==> src/design/refcounted_handle_table_unit_defines.svh <==
// Assertion macros used by the handle table top level.
`ifndef REFCOUNTED_HANDLE_TABLE_UNIT_DEFINES_SVH
`define REFCOUNTED_HANDLE_TABLE_UNIT_DEFINES_SVH

`ifndef SYNTHESIS
// Check on every clock edge outside reset.
`define RHTU_ASSERT(lbl, prop) \
	lbl: assert property (@(posedge clk) disable iff (!arst_n) prop) \
		else $error("rhtu: assertion failed");
// Check on every clock edge, reset included.
`define RHTU_ASSERT_ALWAYS(lbl, prop) \
	lbl: assert property (@(posedge clk) prop) \
		else $error("rhtu: assertion failed");
`else
`define RHTU_ASSERT(lbl, prop)
`define RHTU_ASSERT_ALWAYS(lbl, prop)
`endif

`endif

==> src/design/rhtu_pkg.sv <==
// Types and constants of the reference-counted handle table.
package rhtu_pkg;

	localparam int CMD_W        = 2;
	localparam int IDX_W        = 16;
	localparam int PAYLOAD_BITS = 32;
	localparam int COUNT_BITS   = 8;
	localparam int STATUS_W     = 3;
	localparam int NEW_IDX_W    = 8;

	localparam int IN_FIELDS_W  = CMD_W + IDX_W + PAYLOAD_BITS;
	localparam int IN_TDATA_W   = ((IN_FIELDS_W + 7) / 8) * 8;
	localparam int OUT_FIELDS_W = STATUS_W + NEW_IDX_W + PAYLOAD_BITS + COUNT_BITS + 1;
	localparam int OUT_TDATA_W  = ((OUT_FIELDS_W + 7) / 8) * 8;

	localparam logic [COUNT_BITS-1:0] COUNT_MAX = '1;

	typedef enum logic [CMD_W-1:0] {
		CMD_CREATE = 2'd0,
		CMD_UPDATE = 2'd1,
		CMD_FETCH  = 2'd2,
		CMD_DROP   = 2'd3
	} cmd_t;

	typedef enum logic [STATUS_W-1:0] {
		ST_OK    = 3'd0,
		ST_FULL  = 3'd1,
		ST_RANGE = 3'd2,
		ST_EMPTY = 3'd3,
		ST_SAT   = 3'd4
	} status_t;

	// Classified command as it sits in the queue.
	typedef struct packed {
		cmd_t                    cmd;
		logic [IDX_W-1:0]        slot_index;
		logic                    beyond;     // negative or past the table
		logic [PAYLOAD_BITS-1:0] payload;
	} item_t;

	typedef struct packed {
		status_t                 status;
		logic [NEW_IDX_W-1:0]    new_index;
		logic [PAYLOAD_BITS-1:0] payload_out;
		logic [COUNT_BITS-1:0]   count_after;
		logic                    old_released;
	} result_t;

endpackage

==> src/design/rhtu_front.sv <==
// Front end: accept commands, flag bad indexes, hold them in a two-entry queue.
module rhtu_front
	import rhtu_pkg::*;
#(
	parameter int TABLE_DEPTH = 256
) (
	input  logic                    clk,
	input  logic                    arst_n,
	input  logic                    accept_en,
	input  logic                    in_valid,
	output logic                    in_ready,
	input  cmd_t                    in_cmd,
	input  logic [IDX_W-1:0]        in_slot_index,
	input  logic [PAYLOAD_BITS-1:0] in_payload,
	output logic                    q_valid,
	input  logic                    q_ready,
	output item_t                   q_item
);

	localparam logic [IDX_W:0] DEPTH_EXT = (IDX_W + 1)'(TABLE_DEPTH);

	item_t      entry_q [2];
	logic       wr_ptr_q;
	logic       rd_ptr_q;
	logic [1:0] fill_q;
	item_t      item_d;
	logic       push;
	logic       pop;

	// Negative indexes and those past the table never address a slot.
	always_comb begin
		item_d.cmd        = in_cmd;
		item_d.slot_index = in_slot_index;
		item_d.beyond     = in_slot_index[IDX_W-1] ||
		                    ({1'b0, in_slot_index} >= DEPTH_EXT);
		item_d.payload    = in_payload;
	end

	assign in_ready = (fill_q != 2'd2) && accept_en;
	assign push     = in_valid && in_ready;
	assign q_valid  = (fill_q != 2'd0);
	assign pop      = q_valid && q_ready;
	assign q_item   = entry_q[rd_ptr_q];

	always_ff @(posedge clk or negedge arst_n) begin
		if (!arst_n) begin
			wr_ptr_q <= 1'b0;
			rd_ptr_q <= 1'b0;
			fill_q   <= 2'd0;
		end else begin
			if (push) begin
				wr_ptr_q <= ~wr_ptr_q;
			end
			if (pop) begin
				rd_ptr_q <= ~rd_ptr_q;
			end
			if (push && !pop) begin
				fill_q <= fill_q + 2'd1;
			end else if (pop && !push) begin
				fill_q <= fill_q - 2'd1;
			end
		end
	end

	always_ff @(posedge clk) begin
		if (push) begin
			entry_q[wr_ptr_q] <= item_d;
		end
	end

endmodule

==> config.mk <==
export PLATFORM = sky130hd
export DESIGN_NAME = rhtu_front
export DESIGN_NICKNAME = d
export VERILOG_FILES = /design/src/design/refcounted_handle_table_unit_defines.svh /design/src/design/rhtu_pkg.sv /design/src/design/rhtu_front.sv
export SDC_FILE = /design/constraint.sdc
export NUM_CORES = 1
export LEC_CHECK = 0
export BUFFER_PORTS_ARGS = -buffer_cell sky130_fd_sc_hd__buf_2
export CORE_UTILIZATION = 52
export CTS_CLUSTER_SIZE = 14
export DETAILED_ROUTE_END_ITERATION = 10
export PLACE_DENSITY = 0.8
export SLEW_MARGIN = 15
export SYNTH_ARGS = -nofsm -noshare
export SYNTH_HDL_FRONTEND = slang
export SYNTH_SLANG_ARGS = --single-unit
==> constraint.sdc <==
create_clock -name clk -period 2.86 [get_ports clk]
set_input_delay 0.286 -clock clk [delete_from_list [all_inputs] [get_ports clk]]
set_output_delay 0.286 -clock clk [all_outputs]
set_load 0.005 [all_outputs]
==> metrics.cfg <==
[clocking]
tritoncts = yes
clk_latency_ns = 0.36
cts_setup_buffers = 0
ctsHoldBuffers = 1
cts_buffer_depth = 2
ctsHtreeMaxLevel = 3
ctsResizeCount = 0
cts_buffers = 9
cts-root-buf = clkbuf_8
cts_sinks = 106
clkTransAtPathRegs_ns = 0.09

[sta]
fin_tns_setup_ns = 0
max_freq_mhz = 440
drv_slew = 0
finalSetupViolCount = 0
rsz0062_at_grt = false
slew_headroom = 0.373
worst_clock_skew_ns = 0.00881
postLayoutSetupSlackWorst_ns = 0.585
finalHoldViolCount = 0
min_period_ns = 2.28
timing.final.crit_share = 0.796
holdWs_ns = 0.110
tightest_slew_ns = 0.941

[global_route]
grtUsageTotal = 0.156
grt_max_degree = 53
grt_first_pass_wirelength_um = 9460
grt.overflow.total = 0
antenna_found_initial = 1
grt_pass1_vias = 1944

[hold_path]
min-delay-start = in_payload[30]
hp-class = input pin to flip-flop

[detailed_routing]
routed_wl_um = 6160
drt_iter0_drc = 84
post_drt_wl_per_cell_um = 15.3
dr_wl_met2_um = 3180
drtAntennaViolNets = 0
avgViaCountPerCell = 4.79
firstDrtPassIters = 4
route.met3.wl_um = 375
met1_length_um = 2500
post-route-drc-count = 0
top_layer = met4
vias = 1930

[die]
io_pins = 108
start_util = 0.539
die_h_um = 91.5
die_area_mm2 = 0.00837
core_mm2 = 0.00773
die_w_um = 91.5
rows = 32

[critical_path]
critPathLaunchType = flip-flop
worstSetupPathType = flip-flop to output port
cp_max_fo = 52
endpoint_kind = output port
crit_required_ns = 2.57
worst_r2r_startpoint = fill_q[0]
crit_start = rd_ptr_q
crit_arrival_ns = 1.99

[pwr]
leakage_nw = 1.99
ir_worst_vdd_v = 0.000451
power_density_mw_per_mm2 = 850

[yosys]
syn-cell-area_mm2 = 0.00416
ys_warn_count = 0
synthesis.instances = 180
synth_nets = 236
ys_seq_elements = 106
seq_area_frac_synth = 0.760
syn_area_per_cell_um2 = 23.1
synth_cell_types = 18

[cells_and_area]
area_growth_pct = 19.7
nNetsFinal = 351
nFillCells = 523
drive_above_1_share = 0.597
fin_cells = 403
layout_common_cells = buf_2, edfxtp_1, mux2_4
final_common_cell = buf_2
fin_area_mm2 = 0.00498

[placed_design]
dp_slack_ns = 0.943
portBuffers = 107
gp_congestion = 0.667
placed_cells = 385
placed_area_mm2 = 0.00476
hpwl_um = 4190

[status]
status = completed

[flow_run]
cap_violations = 0

-- metal layers --
layer,up-vias,global-route usage
met2,75,0.274
met1,912,0.178
met4,0,0.0675
met5,-,0
li1,935,-
met3,8,0.0444
-- report_power, final --
group	switching (mW)	internal (mW)
Clock	0.454	0.492
Combinational	0.359	0.738
Sequential	0.257	1.94
-- sequential cells by signal, indices dropped and copies added (netlist names) --
| signal | count |
|---|---|
| fill_q | 2 |
| entry_q | 102 |
| rd_ptr_q | 1 |
| wr_ptr_q | 1 |
-- Yosys cell counts --
| master | instances | area (um2) |
|---|---|---|
| ha_1 | 1 | 12.5 |
| xnor2_1 | 2 | 17.5 |
| and2_1 | 2 | 12.5 |
| mux2_2 | 2 | 22.5 |
| mux2_4 | 49 | 736 |
| and2b_1 | 1 | 7.51 |
| nor2_1 | 1 | 3.75 |
| buf_6 | 1 | 11.3 |
| xor2_1 | 2 | 17.5 |
| nand2b_1 | 1 | 6.26 |
| nand2_1 | 2 | 7.51 |
| buf_12 | 5 | 100 |
| or2_1 | 1 | 6.26 |
| edfxtp_1 | 102 | 3060 |
| xor2_2 | 1 | 16.3 |
| and3_4 | 1 | 11.3 |
| dfrtp_1 | 4 | 100 |
| nor4_1 | 2 | 12.5 |
-- metrics by stage --
stage / utilization / power [mW]
floorplan: - / 3.06
global placement: 0.616 / 3.33
detailed placement: 0.616 / 3.35
CTS: 0.645 / 4.29
global route: 0.645 / 4.44
finish: 0.645 / 4.24
-- cell type report --
type | instances | area, um2 | area share
repair buffers | 110 | 586 | 0.117
diodes | 1 | 2.50 | 0.000502
flip-flops and latches | 106 | 3170 | 0.635
clock buffers | 11 | 131 | 0.0264
clock inverters | 5 | 78.8 | 0.0158
well taps | 102 | 128 | 0.0256
multi-input cells | 68 | 892 | 0.179
-- path summary, 6_finish.rpt --
path                            slack (ns)             end  cells after the start
worst max register to register        0.99   entry_q[0][7]                      4
min in group asynchronous             0.25       fill_q[1]                      2
worst max-delay path                  0.58       q_item[0]                      2
max in group asynchronous             2.48        rd_ptr_q                      2
worst min-delay path                  0.11  entry_q[0][30]                      1
worst min register to register        0.51       fill_q[1]                      1
-- worst max-delay path, cell delays in order (launching register included) --
cell	delay [ns]
dfrtp_4	1.06
mux2_2	0.42
buf_2	0.13
-- logic make-up (layout without fill, tap and decap cells) --
family / Yosys count / after routing / synth area share
mux: 51 / 51 / 0.182
buf+inv: 6 / 126 / 0.0267
flops: 106 / 106 / 0.760
other cells: 0 / 1 / 0
xor+xnor: 5 / 5 / 0.0123
simple gates: 11 / 11 / 0.0162
fa+ha+maj: 1 / 1 / 0.00300
(Power assumes the default switching activity.)
